===== config.mk =====
export PLATFORM = sky130hd
export DESIGN_NAME = at_modem_urc_line_parser_unit
export DESIGN_NICKNAME = d
export VERILOG_FILES = /design/src/amulp_pkg.sv /design/src/amulp_front.sv /design/src/amulp_queue.sv /design/src/amulp_back.sv /design/src/at_modem_urc_line_parser_unit.sv
export SDC_FILE = /design/constraint.sdc
export NUM_CORES = 1
export LEC_CHECK = 0
export BUFFER_PORTS_ARGS = -buffer_cell sky130_fd_sc_hd__buf_2
export CAP_MARGIN = 0
export CORE_UTILIZATION = 50
export CTS_BUF_LIST = sky130_fd_sc_hd__clkbuf_4 sky130_fd_sc_hd__clkbuf_8
export DETAILED_ROUTE_END_ITERATION = 6
export PLACE_DENSITY = 0.69
export SLEW_MARGIN = 40
export SYNTH_ARGS = -nofsm -noshare
export SYNTH_HDL_FRONTEND = slang
export SYNTH_SLANG_ARGS = --single-unit

===== constraint.sdc =====
create_clock -name clk -period 3.4 [get_ports clk]
set_input_delay 0.17 -clock clk [delete_from_list [all_inputs] [get_ports clk]]
set_output_delay 0.17 -clock clk [all_outputs]
set_load 0.05 [all_outputs]

===== src/amulp_pkg.sv =====
// Shared types, codes and keyword tables of the modem event-line parser.
`timescale 1ns / 1ps
`default_nettype none
package amulp_pkg;

  // Item function codes on the input channel (tuser)
  localparam logic [1:0] FUNC_BYTE    = 2'd0;
  localparam logic [1:0] FUNC_START   = 2'd1;
  localparam logic [1:0] FUNC_CONSUME = 2'd2;

  // Characters with a special role
  localparam logic [7:0] CH_PLUS = 8'h2B;
  localparam logic [7:0] CH_LF   = 8'h0A;
  localparam logic [7:0] CH_CR   = 8'h0D;
  localparam logic [7:0] CH_C    = 8'h43;
  localparam logic [7:0] CH_N    = 8'h4E;
  localparam logic [7:0] CH_S    = 8'h53;
  localparam logic [7:0] CH_E    = 8'h45;
  localparam logic [7:0] CH_G    = 8'h47;
  localparam logic [7:0] CH_O    = 8'h4F;
  localparam logic [7:0] CH_K    = 8'h4B;
  localparam logic [7:0] CH_ONE  = 8'h31;

  // Class of an accepted beat, worked out by the front end
  typedef enum logic [2:0] {
    KIND_PLUS    = 3'd0,
    KIND_LF      = 3'd1,
    KIND_CR      = 3'd2,
    KIND_BYTE    = 3'd3,
    KIND_START   = 3'd4,
    KIND_CONSUME = 3'd5,
    KIND_NOP     = 3'd6
  } kind_t;

  typedef struct packed {
    kind_t      kind;
    logic [7:0] data;
  } item_t;

  // Keyword tracker: single candidates 1..4, prefixes "+" and "+C"
  typedef enum logic [2:0] {
    KW_NONE   = 3'd0,
    KW_CSCON  = 3'd1,
    KW_CEREG  = 3'd2,
    KW_CGATT  = 3'd3,
    KW_NSONMI = 3'd4,
    KW_PLUS_C = 3'd6,
    KW_PLUS   = 3'd7
  } kw_t;

  typedef enum logic [1:0] {
    RESP_NONE  = 2'd0,
    RESP_OK    = 2'd1,
    RESP_ERROR = 2'd2
  } resp_t;

  localparam logic [3:0] STATUS_KW_LEN = 4'd7;
  localparam logic [3:0] NOTICE_KW_LEN = 4'd8;
  localparam logic [3:0] FLAG_POS      = 4'd7;
  localparam logic [3:0] POS_MAX       = 4'd15;
  localparam logic [2:0] ERR_WORD_LEN  = 3'd5;

  // Keyword texts, row = candidate - 1, column = line offset
  localparam logic [7:0] KW_TEXT [4][8] = '{
    '{8'h2B, 8'h43, 8'h53, 8'h43, 8'h4F, 8'h4E, 8'h3A, 8'h00},   // +CSCON:
    '{8'h2B, 8'h43, 8'h45, 8'h52, 8'h45, 8'h47, 8'h3A, 8'h00},   // +CEREG:
    '{8'h2B, 8'h43, 8'h47, 8'h41, 8'h54, 8'h54, 8'h3A, 8'h00},   // +CGATT:
    '{8'h2B, 8'h4E, 8'h53, 8'h4F, 8'h4E, 8'h4D, 8'h49, 8'h3A}    // +NSONMI:
  };

  // "ERROR"
  localparam logic [7:0] ERR_WORD [5] = '{8'h45, 8'h52, 8'h52, 8'h4F, 8'h52};

  // Queue between front and back end
  localparam int Q_DEPTH = 2;
  localparam int Q_PTR_W = 1;
  localparam int Q_CNT_W = 2;

  localparam int OUT_W = 64;

endpackage
`default_nettype wire


===== src/amulp_front.sv =====
// Front end: takes input beats and classifies them into queue items.
`timescale 1ns / 1ps
`default_nettype none
module amulp_front (
  input  wire               clk,
  input  wire               rst_n,
  input  wire               in_tvalid,
  output logic              in_tready,
  input  wire  [7:0]        in_tdata,
  input  wire  [1:0]        in_tuser,
  output logic              item_valid,
  output amulp_pkg::item_t  item,
  input  wire               item_ready
);

  logic             valid_r, valid_nxt;
  amulp_pkg::item_t item_r, item_nxt;
  amulp_pkg::kind_t kind;

  always_comb begin
    case (in_tuser)
      amulp_pkg::FUNC_BYTE: begin
        if (in_tdata == amulp_pkg::CH_PLUS)    kind = amulp_pkg::KIND_PLUS;
        else if (in_tdata == amulp_pkg::CH_LF) kind = amulp_pkg::KIND_LF;
        else if (in_tdata == amulp_pkg::CH_CR) kind = amulp_pkg::KIND_CR;
        else                                   kind = amulp_pkg::KIND_BYTE;
      end
      amulp_pkg::FUNC_START:   kind = amulp_pkg::KIND_START;
      amulp_pkg::FUNC_CONSUME: kind = amulp_pkg::KIND_CONSUME;
      default:                 kind = amulp_pkg::KIND_NOP;
    endcase
  end

  assign in_tready  = !valid_r || item_ready;
  assign item_valid = valid_r;
  assign item       = item_r;

  always_comb begin
    valid_nxt = valid_r;
    item_nxt  = item_r;
    if (in_tvalid && in_tready) begin
      valid_nxt     = 1'b1;
      item_nxt.kind = kind;
      item_nxt.data = in_tdata;
    end else if (item_ready) begin
      valid_nxt = 1'b0;
    end
  end

  always_ff @(posedge clk) begin
    if (!rst_n) begin
      valid_r <= 1'b0;
    end else begin
      valid_r <= valid_nxt;
    end
  end

  always_ff @(posedge clk) begin
    item_r <= item_nxt;
  end

endmodule
`default_nettype wire


===== src/amulp_queue.sv =====
// Two-entry queue decoupling the classifier from the parser engine.
`timescale 1ns / 1ps
`default_nettype none
module amulp_queue (
  input  wire               clk,
  input  wire               rst_n,
  input  wire               push_valid,
  output logic              push_ready,
  input  amulp_pkg::item_t  push_item,
  output logic              pop_valid,
  output amulp_pkg::item_t  pop_item,
  input  wire               pop
);

  amulp_pkg::item_t                   mem_r [amulp_pkg::Q_DEPTH];
  logic [amulp_pkg::Q_PTR_W-1:0]      wr_ptr_r, wr_ptr_nxt;
  logic [amulp_pkg::Q_PTR_W-1:0]      rd_ptr_r, rd_ptr_nxt;
  logic [amulp_pkg::Q_CNT_W-1:0]      count_r, count_nxt;
  logic                               do_push, do_pop;

  assign push_ready = (count_r != amulp_pkg::Q_CNT_W'(amulp_pkg::Q_DEPTH));
  assign pop_valid  = (count_r != '0);
  assign pop_item   = mem_r[rd_ptr_r];
  assign do_push    = push_valid && push_ready;
  assign do_pop     = pop && pop_valid;

  always_comb begin
    wr_ptr_nxt = do_push ? wr_ptr_r + 1'b1 : wr_ptr_r;
    rd_ptr_nxt = do_pop  ? rd_ptr_r + 1'b1 : rd_ptr_r;
    count_nxt  = count_r;
    if (do_push && !do_pop)      count_nxt = count_r + 1'b1;
    else if (do_pop && !do_push) count_nxt = count_r - 1'b1;
  end

  always_ff @(posedge clk) begin
    if (!rst_n) begin
      wr_ptr_r <= '0;
      rd_ptr_r <= '0;
      count_r  <= '0;
    end else begin
      wr_ptr_r <= wr_ptr_nxt;
      rd_ptr_r <= rd_ptr_nxt;
      count_r  <= count_nxt;
    end
  end

  always_ff @(posedge clk) begin
    if (do_push) begin
      mem_r[wr_ptr_r] <= push_item;
    end
  end

endmodule
`default_nettype wire


===== src/amulp_back.sv =====
// Parser engine: event-line tracking, notice capture and OK/ERROR scan.
`timescale 1ns / 1ps
`default_nettype none
module amulp_back #(
  parameter int NOTICE_MAX = 7
) (
  input  wire               clk,
  input  wire               rst_n,
  input  wire               q_valid,
  input  amulp_pkg::item_t  q_item,
  output logic              q_pop,
  output logic              out_tvalid,
  input  wire               out_tready,
  output logic [amulp_pkg::OUT_W-1:0] out_tdata
);

  localparam int NOTICE_CAP = (NOTICE_MAX < 7) ? NOTICE_MAX : 7;
  localparam int CAP_W      = NOTICE_CAP * 8;

  logic               out_valid_r, out_valid_nxt;
  logic               in_event_r, in_event_nxt;
  logic [3:0]         line_pos_r, line_pos_nxt;
  amulp_pkg::kw_t     kw_r, kw_nxt;
  logic               flag_r, flag_nxt;
  logic [2:0]         status_r, status_nxt;
  logic [55:0]        notice_r, notice_nxt;
  logic [2:0]         count_r, count_nxt;
  logic [CAP_W-1:0]   capture_r, capture_nxt;
  logic               ok_r, ok_nxt;
  logic [2:0]         err_r, err_nxt;
  amulp_pkg::resp_t   resp_r, resp_nxt;

  logic [7:0]         c;
  logic [3:0]         kw_len;
  logic [3:0]         slot;
  logic [3:0]         n_full;
  logic               advance;
  logic               kw_single;

  assign c       = q_item.data;
  assign q_pop   = q_valid && (!out_valid_r || out_tready);
  assign slot    = line_pos_r - amulp_pkg::NOTICE_KW_LEN;
  assign n_full  = line_pos_r - amulp_pkg::NOTICE_KW_LEN;
  assign kw_len  = (kw_r == amulp_pkg::KW_NSONMI) ? amulp_pkg::NOTICE_KW_LEN
                                                  : amulp_pkg::STATUS_KW_LEN;
  assign kw_single = (kw_r == amulp_pkg::KW_CSCON) || (kw_r == amulp_pkg::KW_CEREG) ||
                     (kw_r == amulp_pkg::KW_CGATT) || (kw_r == amulp_pkg::KW_NSONMI);

  always_comb begin
    out_valid_nxt = out_valid_r;
    in_event_nxt  = in_event_r;
    line_pos_nxt  = line_pos_r;
    kw_nxt        = kw_r;
    flag_nxt      = flag_r;
    status_nxt    = status_r;
    notice_nxt    = notice_r;
    count_nxt     = count_r;
    capture_nxt   = capture_r;
    ok_nxt        = ok_r;
    err_nxt       = err_r;
    resp_nxt      = resp_r;
    advance       = 1'b1;

    if (q_pop) begin
      out_valid_nxt = 1'b1;
    end else if (out_tready) begin
      out_valid_nxt = 1'b0;
    end

    if (q_pop) begin
      case (q_item.kind)
        amulp_pkg::KIND_START: begin
          resp_nxt = amulp_pkg::RESP_NONE;
          ok_nxt   = 1'b0;
          err_nxt  = '0;
        end
        amulp_pkg::KIND_CONSUME: begin
          notice_nxt = '0;
          count_nxt  = '0;
        end
        amulp_pkg::KIND_PLUS: begin
          // a plus opens (or restarts) an event line
          in_event_nxt = 1'b1;
          line_pos_nxt = 4'd1;
          kw_nxt       = amulp_pkg::KW_PLUS;
          flag_nxt     = 1'b0;
          capture_nxt  = '0;
        end
        amulp_pkg::KIND_LF, amulp_pkg::KIND_CR, amulp_pkg::KIND_BYTE: begin
          if (in_event_r && q_item.kind == amulp_pkg::KIND_LF) begin
            // line end: commit what the keyword calls for
            if (kw_single && line_pos_r >= kw_len) begin
              if (kw_r == amulp_pkg::KW_NSONMI) begin
                notice_nxt = 56'(capture_r);
                count_nxt  = (n_full > 4'(NOTICE_CAP)) ? 3'(NOTICE_CAP) : n_full[2:0];
              end else begin
                status_nxt[2'(kw_r) - 2'd1] = flag_r;
              end
            end
            in_event_nxt = 1'b0;
            line_pos_nxt = '0;
            kw_nxt       = amulp_pkg::KW_NONE;
            flag_nxt     = 1'b0;
            capture_nxt  = '0;
          end else if (in_event_r) begin
            case (kw_r)
              amulp_pkg::KW_PLUS: begin
                if (c == amulp_pkg::CH_C)      kw_nxt = amulp_pkg::KW_PLUS_C;
                else if (c == amulp_pkg::CH_N) kw_nxt = amulp_pkg::KW_NSONMI;
                else                           kw_nxt = amulp_pkg::KW_NONE;
              end
              amulp_pkg::KW_PLUS_C: begin
                if (c == amulp_pkg::CH_S)      kw_nxt = amulp_pkg::KW_CSCON;
                else if (c == amulp_pkg::CH_E) kw_nxt = amulp_pkg::KW_CEREG;
                else if (c == amulp_pkg::CH_G) kw_nxt = amulp_pkg::KW_CGATT;
                else                           kw_nxt = amulp_pkg::KW_NONE;
              end
              amulp_pkg::KW_CSCON, amulp_pkg::KW_CEREG, amulp_pkg::KW_CGATT,
              amulp_pkg::KW_NSONMI: begin
                if (line_pos_r < kw_len) begin
                  if (c != amulp_pkg::KW_TEXT[2'(kw_r) - 2'd1][line_pos_r[2:0]]) begin
                    kw_nxt = amulp_pkg::KW_NONE;
                  end
                end else if (kw_r != amulp_pkg::KW_NSONMI) begin
                  if (line_pos_r == amulp_pkg::FLAG_POS) begin
                    flag_nxt = (c == amulp_pkg::CH_ONE);
                  end
                end else if (flag_r) begin
                  advance = 1'b0;
                end else if (q_item.kind == amulp_pkg::KIND_CR) begin
                  flag_nxt = 1'b1;
                  advance  = 1'b0;
                end else begin
                  for (int j = 0; j < NOTICE_CAP; j++) begin
                    if (slot == 4'(j)) begin
                      capture_nxt[j*8 +: 8] = c;
                    end
                  end
                end
              end
              default: kw_nxt = amulp_pkg::KW_NONE;
            endcase
            if (advance && line_pos_r < amulp_pkg::POS_MAX) begin
              line_pos_nxt = line_pos_r + 4'd1;
            end
          end else begin
            // command mode: OK / ERROR scan, OK wins
            if (ok_r && c == amulp_pkg::CH_K) begin
              resp_nxt = amulp_pkg::RESP_OK;
            end
            ok_nxt = (c == amulp_pkg::CH_O);
            if (err_r < amulp_pkg::ERR_WORD_LEN && c == amulp_pkg::ERR_WORD[err_r]) begin
              if (err_r + 3'd1 == amulp_pkg::ERR_WORD_LEN) begin
                if (resp_nxt != amulp_pkg::RESP_OK) begin
                  resp_nxt = amulp_pkg::RESP_ERROR;
                end
                err_nxt = '0;
              end else begin
                err_nxt = err_r + 3'd1;
              end
            end else begin
              err_nxt = (c == amulp_pkg::CH_E) ? 3'd1 : 3'd0;
            end
          end
        end
        default: ;
      endcase
    end
  end

  always_ff @(posedge clk) begin
    if (!rst_n) begin
      out_valid_r <= 1'b0;
      in_event_r  <= 1'b0;
      line_pos_r  <= '0;
      kw_r        <= amulp_pkg::KW_NONE;
      flag_r      <= 1'b0;
      status_r    <= '0;
      notice_r    <= '0;
      count_r     <= '0;
      capture_r   <= '0;
      ok_r        <= 1'b0;
      err_r       <= '0;
      resp_r      <= amulp_pkg::RESP_NONE;
    end else begin
      out_valid_r <= out_valid_nxt;
      in_event_r  <= in_event_nxt;
      line_pos_r  <= line_pos_nxt;
      kw_r        <= kw_nxt;
      flag_r      <= flag_nxt;
      status_r    <= status_nxt;
      notice_r    <= notice_nxt;
      count_r     <= count_nxt;
      capture_r   <= capture_nxt;
      ok_r        <= ok_nxt;
      err_r       <= err_nxt;
      resp_r      <= resp_nxt;
    end
  end

  // state only moves on a pop, so the state registers double as the result
  assign out_tvalid = out_valid_r;
  assign out_tdata  = {resp_r, notice_r, count_r, status_r};

endmodule
`default_nettype wire


===== src/at_modem_urc_line_parser_unit.sv =====
// Top level of the modem event-line parser.
// Usage:
//   Slave channel in_*: one beat per received item. in_tuser carries the
//   function (0 received byte in in_tdata, 1 start of a new command, which
//   clears the response code, 2 consume of the data notice; 3 is ignored).
//   Master channel out_*: exactly one result beat for every accepted beat,
//   carrying the status bits, the captured notice and the response code as
//   they stand after that item.
//   Path from input beat to result beat: classifier register, queue entry,
//   engine/result register.
//   Throughput: one item per cycle; set by the engine update, which only
//   advances when its result register is free or being taken.
//   Reset (rst_n low, synchronous): all line, scan, status and notice state
//   cleared, queue emptied, no result pending.
//   Receiver stall: the result holds; the two-entry queue and the classifier
//   register absorb up to three further beats before in_tready drops.
`timescale 1ns / 1ps
`default_nettype none
module at_modem_urc_line_parser_unit #(
  parameter int NOTICE_MAX = 7
) (
  input  wire         clk,
  input  wire         rst_n,
  input  wire         in_tvalid,
  output logic        in_tready,
  input  wire  [7:0]  in_tdata,   // [7:0] rx_byte
  input  wire  [1:0]  in_tuser,   // [1:0] func
  output logic        out_tvalid,
  input  wire         out_tready,
  // [0] conn_up, [1] reg_up, [2] attach_up, [5:3] notice_len,
  // [61:6] notice_text, [63:62] response_code
  output logic [63:0] out_tdata
);

  logic             f_valid, f_ready;
  amulp_pkg::item_t f_item;
  logic             q_valid, q_pop;
  amulp_pkg::item_t q_item;

  amulp_front u_front (
    .clk        (clk),
    .rst_n      (rst_n),
    .in_tvalid  (in_tvalid),
    .in_tready  (in_tready),
    .in_tdata   (in_tdata),
    .in_tuser   (in_tuser),
    .item_valid (f_valid),
    .item       (f_item),
    .item_ready (f_ready)
  );

  amulp_queue u_queue (
    .clk        (clk),
    .rst_n      (rst_n),
    .push_valid (f_valid),
    .push_ready (f_ready),
    .push_item  (f_item),
    .pop_valid  (q_valid),
    .pop_item   (q_item),
    .pop        (q_pop)
  );

  amulp_back #(
    .NOTICE_MAX (NOTICE_MAX)
  ) u_back (
    .clk        (clk),
    .rst_n      (rst_n),
    .q_valid    (q_valid),
    .q_item     (q_item),
    .q_pop      (q_pop),
    .out_tvalid (out_tvalid),
    .out_tready (out_tready),
    .out_tdata  (out_tdata)
  );

endmodule
`default_nettype wire


==> qor.log, run 1 <==
qor: status.run_status completed
qor: sta.finalMaxSlewViolations 0
qor: sta.min_period 3.11 ns
qor: yosys.synth.avg_cell_area 10.2 µm²
qor: yosys.synth-edff-count 33
qor: floorplanning.die_height 126 µm
qor: floorplanning.die_x 126 µm
qor: place.routabilityCongestion 0.904
qor: yosys.seq_area_frac_synth 0.495
qor: yosys.netlist-cell-type-count 68
qor: clocking.number_of_buffers_created_by_cts 17
qor: grt.wire_length_of_the_first_global_routing_pass 29100 µm
qor: clocking.clockRootBuffer sky130_fd_sc_hd__clkbuf_8
qor: floorplanning.core.rowCount 44
qor: flow_run.max_cap_viol_count 0
qor: pwr.p_total 4.67 mW
qor: sta.report.final.hold_viol_count 0
qor: place.place.port_buffers 79
qor: grt.grt.total_usage 0.236
qor: clocking.clk_pin_slew_worst_paths 0.09 ns
qor: clocking.cts.repair.resized 0
qor: sta.crit_share_post_route 0.914
qor: setup_path.timing.critical_path.fanout_max 31
qor: finish.mostFrequentLayoutCells 140 x sky130_fd_sc_hd__dfxtp_1, 79 x sky130_fd_sc_hd__buf_2, 77 x sky130_fd_sc_hd__nor2b_1
qor: place.pre_cts_slack 0.264 ns
qor: yosys.ys_ff_latch 173
qor: sta.max-slew-margin-rel 0.489
qor: routing.drc 0
qor: floorplanning.design.die.area 15800 µm²
qor: setup_path.cp.buffers_inverters 4
qor: sta.finalWorstSetupSlack 0.293 ns
qor: finish.fin_nets 868
qor: routing.detail_route.wirelength 18000 µm
qor: yosys.synthArstFlopShare 0
qor: place.dp_hpwl 13000 µm
qor: floorplanning.initial_utilization 0.520
qor: sta.worst-slew-pin-transition 0.765 ns
qor: clocking.cts_htree_levels 4
qor: clocking.clock_sinks 173
qor: sta.fmaxAchievable 322 MHz
qor: setup_path.timing.critical_path.slowest_cell_delay 0.51 ns
qor: finish.drive_above_1_share 0.177
qor: sta.clock-skew-final 0.0206 ns
qor: routing.detail_routed_net_length_per_standard_cell 17.5 µm
qor: setup_path.worstSetupEndpointType register
qor: routing.avgViaCountPerCell 5.86
qor: floorplanning.ioPinCount 80
qor: setup_path.cp-start-kind register
qor: finish.area_growth_syn_to_layout 15.0%
qor: yosys.yosys_most_used_dff sky130_fd_sc_hd__dfxtp_1
qor: floorplanning.core 14800 µm²
qor: pwr.power_density 530 nW/µm²
qor: pwr.reported_leakage_power 3.30 nW
qor: setup_path.worst-setup-path-type register to register
qor: yosys.post_synth_instance_area 7670 µm²
qor: sta.rsz0062_at_grt true
qor: routing.antenna_left 0
qor: setup_path.cp_slowest_cell sky130_fd_sc_hd__a41oi_1
qor: setup_path.critical_path_required 3.76 ns
qor: routing.drt-pass1-iter-count 5
qor: setup_path.critPathArrivalTime 3.46 ns
qor: routing.iteration_0_drc_markers 425
qor: yosys.synth_warnings 0
qor: grt.grt_max_degree 93
qor: setup_path.cp_cell_sequence inv_1, ha_1, and2_1, inv_1, ha_1, o211ai_1, a41oi_1, o2111ai_4, buf_12, buf_12, a22oi_1, nor2b_1
qor: yosys.postSynthCellCount 750
qor: finish.num_antenna_cells 0
qor: clocking.tritoncts yes
qor: routing.vias 6032
qor: clocking.clock_path_buffers 2
qor: grt.grt_ovf 0
qor: hold_path.min-delay-path-class input port to register
qor: grt.grt_antenna_before_repair 0
qor: yosys.syn-num-nets 785
qor: pwr.ir_drop 0.439 mV
qor: setup_path.cpLargestDelayFamily compound AO/OA/AOI/OAI gates
qor: clocking.clkLatencyLatePin 0.46 ns
qor: grt.first_global_vias 5725
qor: sta.timing.final.setup_violations 0
qor: finish.mostFrequentLayoutCell sky130_fd_sc_hd__dfxtp_1
## worst paths after layout
check                                                 start                                 to  slack [ns]  cells after the start
worst max-delay path            u_back.kw_r[1]$_SDFFE_PN0P_   u_back.notice_r[36]$_SDFFE_PN0P_        0.29                     12
worst min-delay path                                  rst_n  u_back.line_pos_r[1]$_SDFFE_PN0P_        0.14                      2
worst max register to register  u_back.kw_r[1]$_SDFFE_PN0P_   u_back.notice_r[36]$_SDFFE_PN0P_        0.29                     12
worst min register to register    u_front.item[2]$_DFFE_PP_      u_queue.mem_r[1][2]$_DFFE_PP_        0.45                      0
## per-stage QoR
step	area, µm²	setup TNS [ns]	hold WS [ns]	util	std cells
floorplan	7670	0	0.269	-	750
global placement	8280	0	0.362	0.561	987
detailed placement	8280	0	0.364	0.561	987
CTS	8790	0	0.103	0.596	1028
global route	8820	-0.0399	0.143	0.598	1030
finish	8820	0	0.140	0.598	1030
## power by group
group	total, mW	switching, mW	internal, mW
sequential	2.22	0.0588	2.16
clock	1.49	0.728	0.757
combinational	0.965	0.612	0.353
total	4.67	1.40	3.27
## Yosys cell counts (4+ instances only)
cell type | number | area [µm²]
sky130_fd_sc_hd__ha_1 | 21 | 263
sky130_fd_sc_hd__a21oi_1 | 15 | 75.1
sky130_fd_sc_hd__a21boi_1 | 6 | 45.0
sky130_fd_sc_hd__o2bb2ai_1 | 30 | 263
sky130_fd_sc_hd__and2_1 | 20 | 125
sky130_fd_sc_hd__a21boi_0 | 6 | 45.0
sky130_fd_sc_hd__a22o_1 | 18 | 158
sky130_fd_sc_hd__nor4_1 | 4 | 25.0
sky130_fd_sc_hd__nor2_1 | 26 | 97.6
sky130_fd_sc_hd__and4_1 | 7 | 61.3
sky130_fd_sc_hd__o21ai_0 | 19 | 95.1
sky130_fd_sc_hd__inv_1 | 21 | 78.8
sky130_fd_sc_hd__xor2_1 | 4 | 35.0
sky130_fd_sc_hd__dfxtp_1 | 140 | 2800
sky130_fd_sc_hd__nand3_1 | 22 | 110
sky130_fd_sc_hd__nor2b_1 | 77 | 482
sky130_fd_sc_hd__buf_2 | 9 | 45.0
sky130_fd_sc_hd__a31oi_1 | 5 | 31.3
sky130_fd_sc_hd__o21a_1 | 6 | 45.0
sky130_fd_sc_hd__o22ai_1 | 5 | 31.3
sky130_fd_sc_hd__nand3b_1 | 6 | 45.0
sky130_fd_sc_hd__edfxtp_1 | 33 | 991
sky130_fd_sc_hd__clkbuf_1 | 28 | 105
sky130_fd_sc_hd__nand2b_1 | 11 | 68.8
sky130_fd_sc_hd__nor3_1 | 8 | 40.0
sky130_fd_sc_hd__mux2_2 | 5 | 56.3
sky130_fd_sc_hd__xnor2_1 | 9 | 78.8
sky130_fd_sc_hd__nand2_1 | 42 | 158
sky130_fd_sc_hd__and3_1 | 6 | 37.5
sky130_fd_sc_hd__nor3b_1 | 5 | 37.5
sky130_fd_sc_hd__mux2i_1 | 21 | 210
sky130_fd_sc_hd__o21ai_1 | 4 | 20.0
sky130_fd_sc_hd__a22oi_1 | 56 | 420
## registers in the layout (all words and copies together) (netlist names), 3 cells and up, named ones only
name	count
u_back.capture_r	56
u_back.status_r	3
u_back.err_r	3
u_back.count_r	3
u_back.notice_r	56
u_front.item	11
u_queue.mem_r	22
u_back.kw_r	3
u_back.line_pos_r	4
## per-layer routing
metal | track usage | up-vias | share of wire
met3 | 0.0501 | 29 | 0.054
met1 | 0.292 | 2915 | 0.44
met4 | 0.0936 | 0 | 0.019
met2 | 0.402 | 175 | 0.49
li1 | - | 2913 | -
met5 | 0 | - | 0
## area by class of cell
cell class / count / area [µm²]
Timing Repair Buffer: 107 / 678
Fill cell: 1279 / 5930
Clock inverter: 13 / 163
Multi-Input combinational cell: 513 / 3620
Tap cell: 184 / 230
Sequential cell: 173 / 3790
Clock buffer: 19 / 255
Inverter: 21 / 78.8
## what timing repair did
item | CTS | global route
endpoints found under the hold margin | 9 | 0
endpoints found under the setup margin | 0 | 25
hold buffers | 9 | 0
setup buffers | 0 | 2
## cells by family (layout without fill, tap and decap cells)
kind of cell	after synthesis	in the layout	synth area share
fa+ha+maj	21	21	0.0343
compound gates	197	197	0.191
simple gates	254	254	0.191
buf+inv	64	160	0.0362
mux	28	28	0.0385
flops	173	173	0.495
xor+xnor	13	13	0.0148
Note: power is estimated with default switching activity, not from simulation.
==> run 2: changes to the inputs <==
--- a/config.mk
+++ b/config.mk
@@ -7,10 +7,12 @@
 export LEC_CHECK = 0
 export BUFFER_PORTS_ARGS = -buffer_cell sky130_fd_sc_hd__buf_2
 export CAP_MARGIN = 0
-export CORE_UTILIZATION = 50
+export CELL_PAD_IN_SITES_DETAIL_PLACEMENT = 0
+export CELL_PAD_IN_SITES_GLOBAL_PLACEMENT = 2
+export CORE_UTILIZATION = 39
 export CTS_BUF_LIST = sky130_fd_sc_hd__clkbuf_4 sky130_fd_sc_hd__clkbuf_8
 export DETAILED_ROUTE_END_ITERATION = 6
-export PLACE_DENSITY = 0.69
+export PLACE_DENSITY_LB_ADDON = 0.1
 export SLEW_MARGIN = 40
 export SYNTH_ARGS = -nofsm -noshare
 export SYNTH_HDL_FRONTEND = slang
==> run 2 against run 1 <==
Against the previous run: sequential power about the same; total power is 0.11% lower; sequential cell count unchanged; routed wire length rose by 9.9%; final area is 1.1% higher; utilization shrank 13 points; count of clock-buffer cells in the layout decreased by 1; combinational power up 2.5%; clock power is 3% lower; register-to-register slack improved by 0.07 ns; cell count grew 7.7%.
==> qor.log, run 2 (synthesis gave the netlist of run 1 again) <==
qor: grt.wire_length_of_the_first_global_routing_pass 32200 µm [was 29100 µm]
qor: sta.crit_share_post_route 0.893 [was 0.914]
qor: sta.min_period 3.04 ns [was 3.11 ns]
qor: floorplanning.core.rowCount 50 [was 44]
qor: pwr.ir_drop 0.287 mV [was 0.439 mV]
qor: routing.antenna_left 0 [unchanged]
qor: clocking.clock_path_buffers 2 [unchanged]
qor: sta.max-slew-margin-rel 0.451 [was 0.489]
qor: place.routabilityCongestion 0.841 [was 0.904]
qor: routing.vias 5946 [was 6032]
qor: hold_path.min-delay-path-class input port to register [unchanged]
qor: floorplanning.die_height 142 µm [was 126 µm]
qor: routing.drc 0 [unchanged]
qor: setup_path.worst-setup-path-type register to register [unchanged]
qor: sta.fin_worst_hold_slack 0.127 ns [was 0.140 ns]
qor: setup_path.cp-start-kind register [unchanged]
qor: sta.finalMaxSlewViolations 0 [unchanged]
qor: finish.final_design_area_no_fill 8920 µm² [was 8820 µm²]
qor: sta.report.final.hold_viol_count 0 [unchanged]
qor: sta.rsz0062_at_grt false [was true]
qor: floorplanning.core 19000 µm² [was 14800 µm²]
qor: finish.area_growth_syn_to_layout 16.3% [was 15.0%]
qor: grt.gr-max-usage-layer met2 [unchanged]
qor: routing.detail_routed_net_length_per_standard_cell 17.9 µm [was 17.5 µm]
qor: setup_path.cp_cell_sequence inv_1, ha_1, and2_1, inv_2, ha_1, nor2b_1, o211ai_1, a311oi_1, buf_4, and3_1, o21ai_0, and2_1, a22o_1 [was inv_1, ha_1, and2_1, inv_1, ha_1, o211ai_1, a41oi_1, o2111ai_4, buf_12, buf_12, a22oi_1, nor2b_1]
qor: sta.worst-slew-pin-transition 0.813 ns [was 0.765 ns]
qor: place.dp_hpwl 14400 µm [was 13000 µm]
qor: floorplanning.initial_utilization 0.403 [was 0.520]
qor: setup_path.critical_path_required 3.80 ns [was 3.76 ns]
qor: clocking.tritoncts yes [unchanged]
qor: floorplanning.design.die.area 20200 µm² [was 15800 µm²]
qor: sta.finalWorstSetupSlack 0.365 ns [was 0.293 ns]
qor: clocking.clkLatencyLatePin 0.47 ns [was 0.46 ns]
qor: grt.grt.met2_usage 0.335 [was 0.402]
qor: floorplanning.die_x 142 µm [was 126 µm]
qor: grt.grt.total_usage 0.208 [was 0.236]
qor: routing.drt-pass1-iter-count 4 [was 5]
qor: routing.avgViaCountPerCell 5.36 [was 5.86]
qor: setup_path.worstSetupEndpointType register [unchanged]
qor: sta.totalNegativeSetupSlack 0 ns [unchanged]
qor: setup_path.timing.critical_path.fanout_max 9 [was 31]
qor: sta.fmaxAchievable 329 MHz [was 322 MHz]
qor: pwr.p_total 4.67 mW [about the same]
qor: clocking.cts_htree_levels 4 [unchanged]
qor: grt.grt_ovf 0 [unchanged]
qor: clocking.clock_sinks 173 [unchanged]
qor: setup_path.cpLargestDelayFamily compound AO/OA/AOI/OAI gates [unchanged]
qor: pwr.power_density 523 nW/µm² [was 530 nW/µm²]
qor: routing.iteration_0_drc_markers 347 [was 425]
qor: grt.grt_max_degree 57 [was 93]
qor: grt.grt_util_met3 0.0313 [was 0.0501]
qor: finish.drive_above_1_share 0.184 [was 0.177]
qor: place.postPlaceCellArea 8400 µm² [was 8280 µm²]
qor: routing.detail_route.wirelength 19800 µm [was 18000 µm]
qor: finish.mostFrequentLayoutCell sky130_fd_sc_hd__dfxtp_1 [unchanged]
qor: finish.fin_nets 871 [was 868]
qor: flow_run.max_cap_viol_count 0 [unchanged]
qor: place.place.port_buffers 79 [unchanged]
qor: grt.grt_antenna_before_repair 0 [unchanged]
qor: clocking.clk_pin_slew_worst_paths 0.10 ns [was 0.09 ns]
qor: sta.clock-skew-final 0.0207 ns [was 0.0206 ns]
qor: setup_path.timing.critical_path.slowest_cell_delay 0.47 ns [was 0.51 ns]
qor: finish.top_regs u_back.capture_r: 56 flops, u_back.notice_r: 56 flops, u_queue.mem_r: 22 flops [unchanged]
qor: sta.timing.final.setup_violations 0 [unchanged]
qor: pwr.reported_leakage_power 3.31 nW [was 3.30 nW]
qor: grt.grt_use_met1 0.282 [was 0.292]
qor: clocking.number_of_buffers_created_by_cts 17 [unchanged]
qor: setup_path.critPathArrivalTime 3.44 ns [was 3.46 ns]
qor: setup_path.cp.buffers_inverters 3 [was 4]
qor: clocking.clockRootBuffer sky130_fd_sc_hd__clkbuf_8 [unchanged]
qor: finish.num_antenna_cells 0 [unchanged]
qor: grt.first_global_vias 5872 [was 5725]
qor: floorplanning.ioPinCount 80 [unchanged]
qor: status.run_status completed [unchanged]
qor: finish.mostFrequentLayoutCells 140 x sky130_fd_sc_hd__dfxtp_1, 79 x sky130_fd_sc_hd__buf_2, 77 x sky130_fd_sc_hd__nor2b_1 [unchanged]
qor: setup_path.cp_slowest_cell sky130_fd_sc_hd__dfxtp_1 [was sky130_fd_sc_hd__a41oi_1]
qor: place.pre_cts_slack 0.267 ns [was 0.264 ns]
## run 2: changes by cell type in the layout (fill, tap and decap cells not counted), moves of 2 or more
cell / change
sky130_fd_sc_hd__clkinvlp_4: -3
sky130_fd_sc_hd__clkinv_8: +4
sky130_fd_sc_hd__bufinv_16: -3
sky130_fd_sc_hd__buf_12: -2
sky130_fd_sc_hd__inv_8: +2
sky130_fd_sc_hd__inv_6: +2
sky130_fd_sc_hd__buf_4: +4
sky130_fd_sc_hd__clkinv_4: +2
sky130_fd_sc_hd__clkinv_2: -3
## run 2: layout make-up
type                            count  area [µm²]
Inverter                           21        78.8
Tap cell                          260         325
Clock inverter                     14         168
Sequential cell                   173        3790
Multi-Input combinational cell    513        3630
Timing Repair Buffer              110         679
Clock buffer                       18         241
Fill cell                        1877       10100
## run 2: path summary, 6_finish.rpt
kind / cells past startpoint / start / endpoint / slack (ns)
max: 13 / u_back.kw_r[1]$_SDFFE_PN0P_ / u_back.capture_r[6]$_SDFFE_PN0P_ / 0.36
min: 3 / out_tready / u_back.out_tvalid$_SDFFE_PN0P_ / 0.13
max reg2reg: 13 / u_back.kw_r[1]$_SDFFE_PN0P_ / u_back.capture_r[6]$_SDFFE_PN0P_ / 0.36
min reg2reg: 2 / u_back.count_r[1]$_SDFFE_PN0P_ / u_back.count_r[1]$_SDFFE_PN0P_ / 0.45
## run 2: worst reg2reg max path, cell delays in order (launching register included)
cell	delay (ns)
sky130_fd_sc_hd__dfxtp_1	0.47
sky130_fd_sc_hd__inv_1	0.12
sky130_fd_sc_hd__ha_1	0.20
sky130_fd_sc_hd__and2_1	0.23
sky130_fd_sc_hd__inv_2	0.16
sky130_fd_sc_hd__ha_1	0.19
sky130_fd_sc_hd__nor2b_1	0.05
sky130_fd_sc_hd__o211ai_1	0.31
sky130_fd_sc_hd__a311oi_1	0.15
sky130_fd_sc_hd__buf_4	0.17
sky130_fd_sc_hd__and3_1	0.23
sky130_fd_sc_hd__o21ai_0	0.22
sky130_fd_sc_hd__and2_1	0.31
sky130_fd_sc_hd__a22o_1	0.16
## run 2: per-layer routing
metal / wire, µm / share of wire
met1: 9570 / 0.48
met2: 9200 / 0.46
met3: 651 / 0.033
met4: 414 / 0.021
met5: 0 / 0
## run 2: metrics by stage
step	util	cells
3_5_place_dp	0.442	1067
3_3_place_gp	0.441	1067
4_1_cts	0.468	1108
6_report	0.469	1109
5_1_grt	0.469	1109
2_1_floorplan	-	750
## run 2: timing repair
action,4_1_cts,5_1_grt
gates resized for setup,0,4
buffers inserted,0,1
hold endpoints to repair,9,0
hold buffers,9,0
endpoints found under the setup margin,0,99
## run 2: where the power goes
group	switching, mW	total, mW	internal (mW)	leakage [nW]
combinational	0.638	0.989	0.352	1.66
sequential	0.0602	2.22	2.16	1.44
clock	0.882	1.45	0.571	0.206
total	1.58	4.67	3.08	3.31
